--- config.mk ---
export PLATFORM = sky130hd
export DESIGN_NAME = eml_front_flat
export DESIGN_NICKNAME = d
export VERILOG_FILES = /design/src/rtl/core/eml_pkg.sv /design/src/rtl/core/eml_if.sv /design/src/rtl/core/eml_front.sv /design/src/flat_wrapper.sv
export SDC_FILE = /design/constraint.sdc
export NUM_CORES = 1
export LEC_CHECK = 0
export BUFFER_PORTS_ARGS = -buffer_cell sky130_fd_sc_hd__buf_4
export CORE_UTILIZATION = 50
export DETAILED_ROUTE_END_ITERATION = 6
export MAX_ROUTING_LAYER = met4
export PLACE_DENSITY = 0.79
export SLEW_MARGIN = 20
export SYNTH_ARGS = -nofsm -noshare
export SYNTH_HDL_FRONTEND = slang
export SYNTH_SLANG_ARGS = --single-unit
--- constraint.sdc ---
create_clock -name clk -period 12.1 [get_ports clk]
set_input_delay 1.815 -clock clk [delete_from_list [all_inputs] [get_ports clk]]
set_output_delay 1.815 -clock clk [all_outputs]
set_load 0.05 [all_outputs]
--- src/rtl/core/eml_pkg.sv ---
package eml_pkg;

    // Configuration port
    localparam int CFG_INDEX_W = 3;
    localparam int CFG_DATA_W  = 64;

    typedef enum logic [CFG_INDEX_W-1:0] {
        REG_GROUP_LOG    = 3'd0,
        REG_GROUP_BLOCKS = 3'd1,
        REG_GROUP_COUNT  = 3'd2,
        REG_TOTAL_BLOCKS = 3'd3,
        REG_BLOCK_LOG    = 3'd4
    } eml_reg_t;

    // Answer codes
    localparam logic [1:0] ST_MAPPED  = 2'd0;
    localparam logic [1:0] ST_HOLE    = 2'd1;
    localparam logic [1:0] ST_CORRUPT = 2'd2;

    // Record field widths
    localparam int START_W = 54;
    localparam int FSB_W   = 52;
    localparam int LEN_W   = 21;
    localparam int END_W   = START_W + 1;
    localparam int GEO_W   = 32;

    // Queue between classifier and geometry pipeline
    localparam int QUEUE_DEPTH = 4;
    localparam int QUEUE_AW    = $clog2(QUEUE_DEPTH);
    localparam int QUEUE_CW    = $clog2(QUEUE_DEPTH + 1);

    typedef struct packed {
        logic [5:0]  group_log;
        logic [31:0] group_blocks;
        logic [31:0] group_count;
        logic [63:0] total_blocks;
        logic [4:0]  block_log;
    } eml_cfg_t;

    localparam eml_cfg_t CFG_RESET = '{
        group_log:    6'd16,
        group_blocks: 32'd65536,
        group_count:  32'd1,
        total_blocks: 64'd65536,
        block_log:    5'd12
    };

    // What a record decided for its run
    typedef enum logic [1:0] {
        KIND_NONE    = 2'd0,
        KIND_CORRUPT = 2'd1,
        KIND_HIT     = 2'd2
    } eml_kind_t;

    typedef struct packed {
        eml_kind_t          kind;
        logic               last;
        logic               unwritten;
        logic [FSB_W-1:0]   fsb;
        logic [LEN_W-1:0]   len;
        logic [LEN_W-1:0]   off;
    } eml_entry_t;

endpackage

--- src/rtl/core/eml_if.sv ---
interface eml_rec_if;
    logic        valid;
    logic        ready;
    logic [63:0] record_high;
    logic [63:0] record_low;
    logic [63:0] query_block;
    logic        last_record;

    modport source (output valid, output record_high, output record_low,
                    output query_block, output last_record, input ready);
    modport sink   (input valid, input record_high, input record_low,
                    input query_block, input last_record, output ready);
endinterface


--- src/rtl/core/eml_front.sv ---
module eml_front
    import eml_pkg::*;
(
    input  logic       clk,
    input  logic       rst_n,
    eml_rec_if.sink    rec,
    input  logic       q_full,
    output logic       q_push,
    output eml_entry_t q_data
);

    logic [START_W-1:0] start;
    logic [FSB_W-1:0]   fsb;
    logic [LEN_W-1:0]   len;
    logic [END_W-1:0]   rec_end;
    logic               accept;
    logic               take;
    logic               bad;
    logic               covers;

    logic [END_W-1:0]   prior_end_reg, prior_end_next;
    logic               first_reg, first_next;
    logic               settled_reg, settled_next;

    // Unpack the record
    assign start   = rec.record_high[62:9];
    assign fsb     = {rec.record_high[8:0], rec.record_low[63:21]};
    assign len     = rec.record_low[LEN_W-1:0];
    assign rec_end = END_W'(start) + END_W'(len);

    assign rec.ready = !q_full;
    assign accept    = rec.valid && rec.ready;

    // Classify against the run state
    assign take   = !settled_reg;
    assign bad    = (len == '0) || (!first_reg && (END_W'(start) < prior_end_reg));
    assign covers = (rec.query_block >= 64'(start)) && (rec.query_block < 64'(rec_end));

    always_comb
    begin
        prior_end_next = prior_end_reg;
        first_next     = first_reg;
        settled_next   = settled_reg;
        if (accept)
        begin
            if (rec.last_record)
            begin
                prior_end_next = '0;
                first_next     = 1'b1;
                settled_next   = 1'b0;
            end
            else if (take)
            begin
                first_next = 1'b0;
                if (bad)
                begin
                    settled_next = 1'b1;
                end
                else
                begin
                    prior_end_next = rec_end;
                    settled_next   = covers;
                end
            end
        end
    end

    // Build the queue request
    always_comb
    begin
        q_push           = accept;
        q_data.last      = rec.last_record;
        q_data.unwritten = rec.record_high[63];
        q_data.fsb       = fsb;
        q_data.len       = len;
        q_data.off       = LEN_W'(rec.query_block - 64'(start));
        if (!take)
        begin
            q_data.kind = KIND_NONE;
        end
        else if (bad)
        begin
            q_data.kind = KIND_CORRUPT;
        end
        else if (covers)
        begin
            q_data.kind = KIND_HIT;
        end
        else
        begin
            q_data.kind = KIND_NONE;
        end
    end

    always_ff @(posedge clk or negedge rst_n)
    begin
        if (!rst_n)
        begin
            prior_end_reg <= '0;
            first_reg     <= 1'b1;
            settled_reg   <= 1'b0;
        end
        else
        begin
            prior_end_reg <= prior_end_next;
            first_reg     <= first_next;
            settled_reg   <= settled_next;
        end
    end

endmodule

--- src/flat_wrapper.sv ---
// flat-port wrapper written by rule: the top's interface ports become plain ports
module eml_front_flat import eml_pkg::*;
  (clk, rst_n, q_full, q_push, q_data, rec_valid, rec_record_high, rec_record_low, rec_query_block, rec_last_record, rec_ready);
  eml_rec_if rec_i ();
  input  logic clk;
  input  logic rst_n;
  input  logic q_full;
  output logic q_push;
  output eml_entry_t q_data;
  input wire logic [$bits(rec_i.valid)-1:0] rec_valid;
  input wire logic [$bits(rec_i.record_high)-1:0] rec_record_high;
  input wire logic [$bits(rec_i.record_low)-1:0] rec_record_low;
  input wire logic [$bits(rec_i.query_block)-1:0] rec_query_block;
  input wire logic [$bits(rec_i.last_record)-1:0] rec_last_record;
  output wire logic [$bits(rec_i.ready)-1:0] rec_ready;
  assign rec_i.valid = rec_valid;
  assign rec_i.record_high = rec_record_high;
  assign rec_i.record_low = rec_record_low;
  assign rec_i.query_block = rec_query_block;
  assign rec_i.last_record = rec_last_record;
  assign rec_ready = rec_i.ready;
  eml_front u_core (.clk(clk), .rst_n(rst_n), .rec(rec_i), .q_full(q_full), .q_push(q_push), .q_data(q_data));
endmodule
==> results_dict.tcl <==
set metrics [dict create \
    outcome "completed" \
    dr.pass1.iters 5 \
    antenna_cells 0 \
    slew_headroom_pct 40.2 \
    die_area_um2 18300 \
    endpoint_kind "output port" \
    synth_nets 1457 \
    cts_root_buf "clkbuf_16" \
    powerDensity_nw_per_um2 112 \
    grt_max_degree 58 \
    synth-seq-cells 57 \
    synth_cell_type_count 78 \
    crit_top_cell "a21oi_1" \
    setup_violations 0 \
    worstSkewPairLatency_ps 340 \
    grt_use_total_pct 29.2 \
    synth_edf_count 0 \
    cts_setup_buffers 0 \
    wire_per_inst_um 17.9 \
    die_w_um 135 \
    setup_ws_ps 4260 \
    synth_top_area_cell "ha_1" \
    crit_required_ps 10280 \
    cts.hold.buffers_added 0 \
    drt-initial-drc-count 468 \
    yosys-top-cells-count "182 x ha_1, 125 x inv_1, 78 x a21oi_1" \
    worst_pin_slew_ps 874 \
    yosys-top-cells-area "ha_1 26%, dfrtp_1 16%, buf_4 6.3%" \
    io_pins 297 \
    maxClockFrequency_mhz 128 \
    synth_most_common_cell "ha_1" \
    place_hpwl_um 20600 \
    rows 48 \
    area_growth_pct 16.1 \
    worstSetupStartpointType "input pin" \
    synth_area_per_cell_um2 8.26 \
    gr-total-overflow 0 \
    numClockSinks 57 \
    synth_largest_type_area_fraction_pct 25.6 \
    cts_tree "built" \
    place_congestion 0.965 \
    clock_skew_ps 7.23 \
    grt_pass1_vias 8326 \
    grt_pass1_wl_um 40700 \
    maxSlewViolCount 0 \
    async_reset_ff_share_pct 100 \
    worstSetupPathType "in2out" \
    syn-cell-area_um2 8890 \
    hold_viol 0 \
    synth_cells 1076 \
    synth_flop_cell "dfrtp_1" \
    htree_levels 3 \
    largest_reg_flops 55 \
    cts_resized 0 \
    clk_pin_slew_ps 50 \
    drc_errors 0 \
    worst_path_max_delay_cell "or4_1" \
    portBuffers 190 \
    cellLeakagePower_uw 0.00508 \
    seq_area_frac_synth_pct 16.1 \
    cap_violations 0 \
    die_y_um 135 \
    crit_family "compound AO/OA/AOI/OAI gates" \
    place_ws_ps 4270 \
    nets 1570 \
    final_util_pct 59.5 \
    cts_made_buffers 9 \
    hold_class "reg2reg" \
    initial_core_util_pct 51.2 \
    vdd_ir_drop_max_mv 0.0778 \
    yosysWarnings 0 \
    core_um2 17400 \
    critPathBufInv 2 \
    clockBufferDepth 2 \
    ant_nets 0 \
    period_share_pct 64.8 \
    antenna_found_initial 0 \
    finalSetupTns_ps 0 \
    avgViaCountPerCell 5.88 \
    rsz0062_at_grt "false" \
    critical_path_arrival_ps 6020 \
    vias 8349 \
    fin_crit_ps 7840 \
    cp_slowest_stage_delay_ps 460 \
    layout-drive-gt1-share_pct 19.5 \
    totalWireLength_um 25400 \
    crit_chain "buf_4, ha_1, a21o_1, a221o_1, a22oi_1, nand4_1, a31o_2, a21oi_1, xor2_1, ha_1, a21oi_1, nor2_1, or4_1, a221oi_1, o41ai_1, a21oi_1, o311a_1, buf_4" \
    cp_max_fo 4 \
]
## cell usage in the layout (no fill, tap or decap), drive strengths merged, types with 13 or more instances in the layout
master   instances
buf            193
ha             182
inv            125
a21oi           79
nand2           68
dfrtp           56
o2bb2ai         54
xnor2           50
o21ai           46
nor2            43
nand3           38
a21o            34
nand4           31
xor2            15
nor3            13
nor4            13
## layout make-up
cell class / instances / area (um^2)
fillers: 1549 / 7040
multi-input cells: 803 / 6350
repair buffers: 193 / 1450
flip-flops and latches: 57 / 1430
inverters: 125 / 469
well taps: 225 / 282
clock buffers: 11 / 243
clock inverters: 5 / 103
## stage by stage
| stage | area (um^2) | hold slack, ps | std cells | total power, uW |
|---|---|---|---|---|
| after floorplan | 8890 | 456 | 1076 | 717 |
| after global placement | 9970 | 470 | 1403 | 840 |
| after detailed placement | 9970 | 473 | 1403 | 852 |
| after CTS | 10300 | 483 | 1419 | 1160 |
| after global routing | 10300 | 502 | 1419 | 1240 |
| final | 10300 | 485 | 1419 | 1160 |
## layer usage
layer	track usage, %	wire length [um]	vias up	share of wire (%)
met5	-	0	-	0
met4	9.05	620	0	2.4
met3	6.92	1840	57	7.2
met2	47.5	11800	306	47
met1	35.5	11100	3915	44
li1	-	-	4071	-
## path summary, 6_finish.rpt
| path | start | endpoint | slack [ps] | depth (start not counted) |
|---|---|---|---|---|
| worst min-delay path | u_core.first_reg | u_core.first_reg | 480 | 2 |
| worst min register to register | u_core.first_reg | u_core.first_reg | 480 | 2 |
| worst max-delay path | rec_record_low[7] | q_data[97] | 4260 | 18 |
| min in group asynchronous | rst_n | u_core.prior_end_reg[44] | 1560 | 1 |
| max in group asynchronous | rst_n | u_core.prior_end_reg[24] | 9990 | 1 |
| worst max register to register | u_core.prior_end_reg[38] | u_core.prior_end_reg[28] | 8570 | 11 |
## worst min-delay path, delay by kind of cell, from the launching register on
family	cells	cell delay [ps]
flops	1	360
compound gates	1	60
simple gates	1	50
## report_power, final
part	switching [uW]	internal [uW]
clock network	97.9	206
logic	346	241
registers	29.5	240
total	473	688
## cells by family (layout without fill, tap and decap cells)
| kind of cell | count (synthesis) | in the layout | synth area share (%) |
|---|---|---|---|
| flops | 57 | 57 | 16.1 |
| xor+xnor | 65 | 65 | 6.57 |
| fa+ha+maj | 184 | 184 | 26.1 |
| compound gates | 288 | 288 | 22.3 |
| buf+inv | 216 | 334 | 12.6 |
| simple gates | 266 | 266 | 16.4 |
Note: power is estimated with default switching activity, not from simulation.
