<file path="src/rtl/core/eml_pkg.sv">
package eml_pkg;

    // Configuration port
    localparam int CFG_INDEX_W = 3;
    localparam int CFG_DATA_W  = 64;

    typedef enum logic [CFG_INDEX_W-1:0] {
        REG_GROUP_LOG    = 3'd0,
        REG_GROUP_BLOCKS = 3'd1,
        REG_GROUP_COUNT  = 3'd2,
        REG_TOTAL_BLOCKS = 3'd3,
        REG_BLOCK_LOG    = 3'd4
    } eml_reg_t;

    // Answer codes
    localparam logic [1:0] ST_MAPPED  = 2'd0;
    localparam logic [1:0] ST_HOLE    = 2'd1;
    localparam logic [1:0] ST_CORRUPT = 2'd2;

    // Record field widths
    localparam int START_W = 54;
    localparam int FSB_W   = 52;
    localparam int LEN_W   = 21;
    localparam int END_W   = START_W + 1;
    localparam int GEO_W   = 32;

    // Queue between classifier and geometry pipeline
    localparam int QUEUE_DEPTH = 4;
    localparam int QUEUE_AW    = $clog2(QUEUE_DEPTH);
    localparam int QUEUE_CW    = $clog2(QUEUE_DEPTH + 1);

    typedef struct packed {
        logic [5:0]  group_log;
        logic [31:0] group_blocks;
        logic [31:0] group_count;
        logic [63:0] total_blocks;
        logic [4:0]  block_log;
    } eml_cfg_t;

    localparam eml_cfg_t CFG_RESET = '{
        group_log:    6'd16,
        group_blocks: 32'd65536,
        group_count:  32'd1,
        total_blocks: 64'd65536,
        block_log:    5'd12
    };

    // What a record decided for its run
    typedef enum logic [1:0] {
        KIND_NONE    = 2'd0,
        KIND_CORRUPT = 2'd1,
        KIND_HIT     = 2'd2
    } eml_kind_t;

    typedef struct packed {
        eml_kind_t          kind;
        logic               last;
        logic               unwritten;
        logic [FSB_W-1:0]   fsb;
        logic [LEN_W-1:0]   len;
        logic [LEN_W-1:0]   off;
    } eml_entry_t;

endpackage

</file>
<file path="src/rtl/core/eml_queue.sv">
module eml_queue
    import eml_pkg::*;
(
    input  logic       clk,
    input  logic       rst_n,
    input  logic       push,
    input  eml_entry_t push_data,
    input  logic       pop,
    output logic       full,
    output logic       empty,
    output eml_entry_t head
);

    eml_entry_t          mem_reg [QUEUE_DEPTH];
    logic [QUEUE_AW-1:0] wr_ptr_reg, wr_ptr_next;
    logic [QUEUE_AW-1:0] rd_ptr_reg, rd_ptr_next;
    logic [QUEUE_CW-1:0] count_reg, count_next;

    assign full  = (count_reg == QUEUE_CW'(QUEUE_DEPTH));
    assign empty = (count_reg == '0);
    assign head  = mem_reg[rd_ptr_reg];

    // Advance pointers and fill count
    always_comb
    begin
        wr_ptr_next = push ? wr_ptr_reg + QUEUE_AW'(1) : wr_ptr_reg;
        rd_ptr_next = pop ? rd_ptr_reg + QUEUE_AW'(1) : rd_ptr_reg;
        count_next  = count_reg + QUEUE_CW'(push) - QUEUE_CW'(pop);
    end

    always_ff @(posedge clk or negedge rst_n)
    begin
        if (!rst_n)
        begin
            wr_ptr_reg <= '0;
            rd_ptr_reg <= '0;
            count_reg  <= '0;
        end
        else
        begin
            wr_ptr_reg <= wr_ptr_next;
            rd_ptr_reg <= rd_ptr_next;
            count_reg  <= count_next;
        end
    end

    // Store the request
    always_ff @(posedge clk)
    begin
        if (push)
        begin
            mem_reg[wr_ptr_reg] <= push_data;
        end
    end

endmodule

</file>
<file path="config.mk">
export PLATFORM = sky130hd
export DESIGN_NAME = eml_queue
export DESIGN_NICKNAME = d
export VERILOG_FILES = /design/src/rtl/core/eml_pkg.sv /design/src/rtl/core/eml_queue.sv
export SDC_FILE = /design/constraint.sdc
export NUM_CORES = 1
export LEC_CHECK = 0
export BUFFER_PORTS_ARGS = -buffer_cell sky130_fd_sc_hd__buf_2
export CAP_MARGIN = 40
export CORE_MARGIN = 4
export CORE_UTILIZATION = 55
export DETAILED_ROUTE_END_ITERATION = 6
export PLACE_DENSITY = 0.77
export SETUP_SLACK_MARGIN = 0.5
export SYNTH_ARGS = -nofsm -noshare
export SYNTH_HDL_FRONTEND = slang
export SYNTH_SLANG_ARGS = --single-unit
</file>
<file path="constraint.sdc">
create_clock -name clk -period 4.57 [get_ports clk]
set_input_delay 0.914 -clock clk [delete_from_list [all_inputs] [get_ports clk]]
set_output_delay 0.914 -clock clk [all_outputs]
set_load 0.1 [all_outputs]
</file>
==> flow_summary.json, run 1 <==
{
  "drt_iter0_markers": 548,
  "grt_pass1_wl_um": 41000,
  "grt_setup_unrepaired": "no",
  "die_w_um": 171,
  "start_util_pct": 56.0,
  "routed_via_density": 5.67,
  "largest_register_ffs": 392,
  "path_class": "register to output pin",
  "synth_top_area_cell": "edfxtp_1",
  "avgSynthCellArea_sq_um": 26.8,
  "htree_num_levels": 2,
  "end_kind": "output pin",
  "synth_fp_nets": 655,
  "insertion_delay_ps": 520,
  "grt_remaining_overflow": 0,
  "grt_antenna_before_repair": 2,
  "synth-seq-cells": 399,
  "outcome": "finished clean",
  "slowest_stage": "dfrtp_4",
  "ys_seq_area_share_pct": 81.6,
  "synthCells": 546,
  "post-cts-setup-buffers": 0,
  "critical_path_required_ps": 3660,
  "setup-violations-final": 0,
  "dpl-instance-area_sq_um": 16000,
  "cts-root-buf": "clkbuf_16",
  "portBuffers": 201,
  "worst_setup_path_start_kind": "register",
  "hold_buffers": 0,
  "worstHoldPathType": "input port to asynchronous set/reset pin",
  "grt_pass1_vias": 7150,
  "fmax_ghz": 0.287,
  "arrival_ps": 2570,
  "slowest_delay_ps": 810,
  "grtUsageTotal_pct": 18.6,
  "dieArea_sq_um": 29300,
  "period_minus_slack_ps": 3490,
  "dp_hpwl_um": 15800,
  "synth_cell_types": 17,
  "slew_violations": 0,
  "die_h_um": 171,
  "wl_um": 26700,
  "cp_max_fo": 63,
  "syn-cell-area_sq_um": 14600,
  "crit_chain": "buf_12 -> mux4_2 -> buf_2",
  "dr_total_vias": 6504,
  "hold_viol_final": 0,
  "synth_top_area_share_pct": 80.4,
  "synth_area_leaders": "edfxtp_1, mux4_2, buf_12, dfrtp_1, ha_1",
  "clk_pin_slew_worst_paths_ps": 60,
  "path_buf_inv": 2,
  "final_area_sq_um": 17300,
  "cts_tree": "done",
  "fin_nets": 885,
  "post_cts_resized": 0,
  "cts_buffers": 41,
  "core_sq_um": 26100,
  "grt_max_degree": 64,
  "max-slew-margin-rel_pct": 43.0,
  "firstDrtPassIters": 5,
  "drcViolationCount": 0,
  "worst_pin_slew_ps": 855,
  "gp_congestion": 0.710,
  "crit_family": "buffers and inverters",
  "io_pins": 202,
  "max_cap_viol_count": 0,
  "period_share_pct": 76.3,
  "layout-drive-gt1-share_pct": 46.1,
  "final.setup_skew_ps": 10.4,
  "clk_path_buf_depth": 3,
  "wire_per_inst_um": 23.3,
  "rows": 59,
  "drt.antenna.violating_nets": 0,
  "clock_sinks": 399,
  "area_delta_synth_final_pct": 18.4,
  "yosysWarnings": 0,
  "fin_tns_setup_ps": 0
}
## path summary, 6_finish.rpt
| check | slack (ps) | depth (start not counted) | from | end |
|---|---|---|---|---|
| setup / recovery | 1080 | 3 | rd_ptr_reg[1] | head[11] |
| hold / removal | 230 | 1 | rst_n | count_reg[0] |
| setup reg to reg | 2460 | 4 | wr_ptr_reg[0] | mem_reg[2][16] |
| hold reg to reg | 580 | 1 | wr_ptr_reg[0] | wr_ptr_reg[0] |
| max in group asynchronous | 4140 | 1 | rst_n | rd_ptr_reg[1] |
| min in group clk | 580 | 1 | wr_ptr_reg[0] | wr_ptr_reg[0] |
## cell usage after synthesis, drive strengths merged
library cell  instances
xor2                  2
buf                  22
dfrtp                 7
nor3                  1
o21ai                 1
edfxtp              392
xnor2                 3
mux4                 98
ha                    6
inv                   6
fa                    1
and3                  1
and2                  4
nand2                 2
## kinds of logic (layout without fill, tap and decap cells)
family,Yosys count,count (layout),share of synthesized area [%]
flops,399,399,81.6
mux,98,98,15.1
buf+inv,28,291,1.99
simple gates,8,8,0.299
fa+ha+maj,7,7,0.650
xor+xnor,5,5,0.299
compound gates,1,1,0.0342
other cells,0,3,0
## cell usage in the layout, fill, tap and decap left out, types with 4 or more instances in the layout
master	n
ha_1	6
buf_12	7
clkbuf_16	43
clkinv_2	7
clkbuf_1	7
clkinv_1	9
mux4_2	98
inv_1	6
bufinv_16	5
and2_4	4
edfxtp_1	392
dfrtp_1	5
buf_2	201
## routing by layer
layer / GRT usage (%) / vias to the layer above / part of all wire, %
met5: 0 / - / 0
met4: 7.13 / 0 / 2.8
met3: 3.90 / 55 / 6.0
met2: 32.7 / 227 / 54
met1: 23.0 / 3397 / 37
li1: - / 2825 / -
## through the flow
stage	instances	util [%]	worst slack, ps	hold slack, ps
6_report	1147	66.3	1080	230
5_1_grt	1146	66.3	904	215
4_1_cts	1144	66.3	1000	214
3_5_place_dp	1068	61.1	1550	549
3_3_place_gp	1067	61.0	1600	505
2_1_floorplan	546	-	924	491
## cell type report
class,instances,area (sq um)
flip-flops and latches,399,12000
fillers,1683,8810
multi-input cells,119,2400
repair buffers,209,1150
clock buffers,50,1100
well taps,335,419
clock inverters,26,259
inverters,6,22.5
diodes,3,7.51
Power of run 1 is not shown: default switching activity piles up to over one toggle a cycle in this logic, so the estimate is an artifact.
==> run 2: changes to the inputs <==
Settings changed: ABC_AREA set to 1, CORE_UTILIZATION 55 to 53.
Clock period 4.57 ns to 3.2 ns, I/O delays scaled along.
==> flow_summary.json, run 2 <==
{
  "dp_hpwl_um": 21500,
  "drt.antenna.violating_nets": 0,
  "r2r.worst_path.cells": 5,
  "worst_pin_slew_ps": 773,
  "period_minus_slack_ps": 2650,
  "wl_um": 40600,
  "grt_remaining_overflow": 0,
  "drcViolationCount": 0,
  "worst_setup_path_start_kind": "register",
  "die_h_um": 186,
  "max_cap_viol_count": 0,
  "synth_top_area_cell": "edfxtp_1",
  "fin_nets": 1908,
  "r2r-start": "wr_ptr_reg[0]",
  "synthCells": 1581,
  "cts_tree": "done",
  "synth_cell_types": 16,
  "clk_pin_slew_worst_paths_ps": 60,
  "period_share_pct": 82.7,
  "slowest_stage": "dfrtp_4",
  "io_pins": 202,
  "ys_seq_area_share_pct": 70.8,
  "htree_num_levels": 2,
  "worstHoldPathType": "input port to register",
  "core_sq_um": 31500,
  "crit_chain": "buf_12 -> buf_12 -> buf_16 -> nand2_1 -> nand3_1 -> nand2_1 -> buf_12",
  "synth_top_family_by_area": "simple AND/OR/NAND/NOR gates",
  "whs_path_depth": 1,
  "outcome": "finished clean",
  "portBuffers": 201,
  "yosysWarnings": 0,
  "syn-cell-area_sq_um": 16900,
  "grt_pass1_wl_um": 60000,
  "grt_pass1_vias": 11827,
  "gp_congestion": 0.756,
  "arrival_ps": 2010,
  "firstDrtPassIters": 5,
  "synth_compound_area_share_pct": 0.0296,
  "critical_path_required_ps": 2560,
  "yosys-top-cells-count": "nand2_1, inv_1, edfxtp_1, nand3_1, buf_2",
  "synthXorXnorAreaFrac_pct": 0.156,
  "async_reset_ff_share_pct": 1.75,
  "synthMostInstantiatedCell": "nand2_1",
  "synth_area_leaders": "edfxtp_1, nand2_1, inv_1, nand3_1, dfrtp_1",
  "clock_sinks": 399,
  "cpMostUsedCell": "buf_12",
  "worstHoldStart": "push_data[23]",
  "synthFlopType": "edfxtp_1",
  "wire_per_inst_um": 18.1,
  "rows": 65,
  "max-slew-margin-rel_pct": 48.4,
  "grtUsageTotal_pct": 21.5,
  "grt_antenna_before_repair": 6,
  "hold_end": "mem_reg[1][23]",
  "routed_via_density": 5.09,
  "fmax_ghz": 0.378,
  "path_class": "register to output pin",
  "drt_iter0_markers": 932,
  "synthSimpleGateAreaFrac_pct": 17.0,
  "synth_enable_flop_cells": 392,
  "layout_common_cells": "nand2_1, inv_1, edfxtp_1",
  "hold_viol_final": 0,
  "avgSynthCellArea_sq_um": 10.7,
  "grt_setup_unrepaired": "yes",
  "r2r_slack_ps": 1070,
  "largest_register_ffs": 392,
  "grt_max_degree": 100,
  "end_kind": "output pin",
  "fin_tns_setup_ps": 0,
  "cts-root-buf": "clkbuf_16",
  "synth_adder_area_share_pct": 0.563,
  "synth_top_area_share_pct": 69.7,
  "slowest_delay_ps": 490,
  "muxShareOfSynthArea_pct": 0,
  "cp_max_fo": 25,
  "setup-violations-final": 0,
  "cts_buffers": 40,
  "insertion_delay_ps": 530,
  "start_util_pct": 53.6,
  "layout-drive-gt1-share_pct": 17.2,
  "final_common_cell": "nand2_1",
  "synth-seq-cells": 399,
  "dieArea_sq_um": 34800,
  "synth_fp_nets": 1690,
  "r2r_end": "mem_reg[2][5]",
  "die_w_um": 186,
  "final.setup_skew_ps": 12.6,
  "area_delta_synth_final_pct": 27.6,
  "slew_violations": 0,
  "dr_total_vias": 11396,
  "clk_path_buf_depth": 3
}
[run 2: layout make-up]
class / instances / area [sq um]
Fill cell: 2163 / 9940
Timing Repair Buffer: 238 / 3160
Tap cell: 402 / 503
Clock buffer: 55 / 1090
Inverter: 406 / 1590
Antenna cell: 8 / 20.0
Clock inverter: 17 / 139
Multi-Input combinational cell: 711 / 3040
Sequential cell: 399 / 12000
Timing Repair inverter: 3 / 38.8
[run 2: metal layers]
| layer | vias to the layer above | wire length [um] | GRT usage, % |
|---|---|---|---|
| li1 | 5374 | - | - |
| met1 | 5479 | 15000 | 25.1 |
| met2 | 458 | 21100 | 39.2 |
| met3 | 81 | 3290 | 4.68 |
| met4 | 4 | 1140 | 7.82 |
| met5 | - | 24 | 0 |
[run 2: worst max path at each step]
stage,from,endpoint,slack [ps],depth (start not counted)
after floorplan,count_reg[1],empty,90,1
after global placement,rd_ptr_reg[1],head[0],860,5
after detailed placement,rd_ptr_reg[1],head[30],820,5
after CTS,rd_ptr_reg[0],head[23],480,6
after global routing,rd_ptr_reg[0],head[97],490,7
final,rd_ptr_reg[0],head[15],550,7
[run 2: critical path: cells and delay by family (launching register included)]
family / cells / cell delay (ps)
buf+inv: 4 / 660
flops: 1 / 490
simple gates: 3 / 320
[run 2: what timing repair did]
item	4_1_cts	5_1_grt
endpoints found under the setup margin	98	97
hold buffers	1	0
pin swaps	0	1
hold endpoints to repair	7	0
gates resized for setup	14	20
gates cloned	3	9
setup buffers	2	5
[run 2: through the flow]
step	setup slack, ps	utilization [%]	instance area, sq um	std cells	hold WS (ps)
2_1_floorplan	94.0	-	16900	1581	344
5_1_grt	490	68.4	21500	2235	313
6_report	554	68.4	21500	2239	323
3_5_place_dp	819	63.0	19800	2139	481
3_3_place_gp	859	63.0	19800	2139	481
4_1_cts	479	67.3	21200	2217	307
[run 2: logic make-up (layout without fill, tap and decap cells)]
| family | after synthesis | after routing |
|---|---|---|
| flops | 399 | 399 |
| buf+inv | 471 | 719 |
| xor+xnor | 3 | 3 |
| fa+ha+maj | 7 | 7 |
| compound gates | 1 | 1 |
| simple gates | 700 | 700 |
| other cells | 0 | 8 |
Power of run 2 is left out for the same reason.
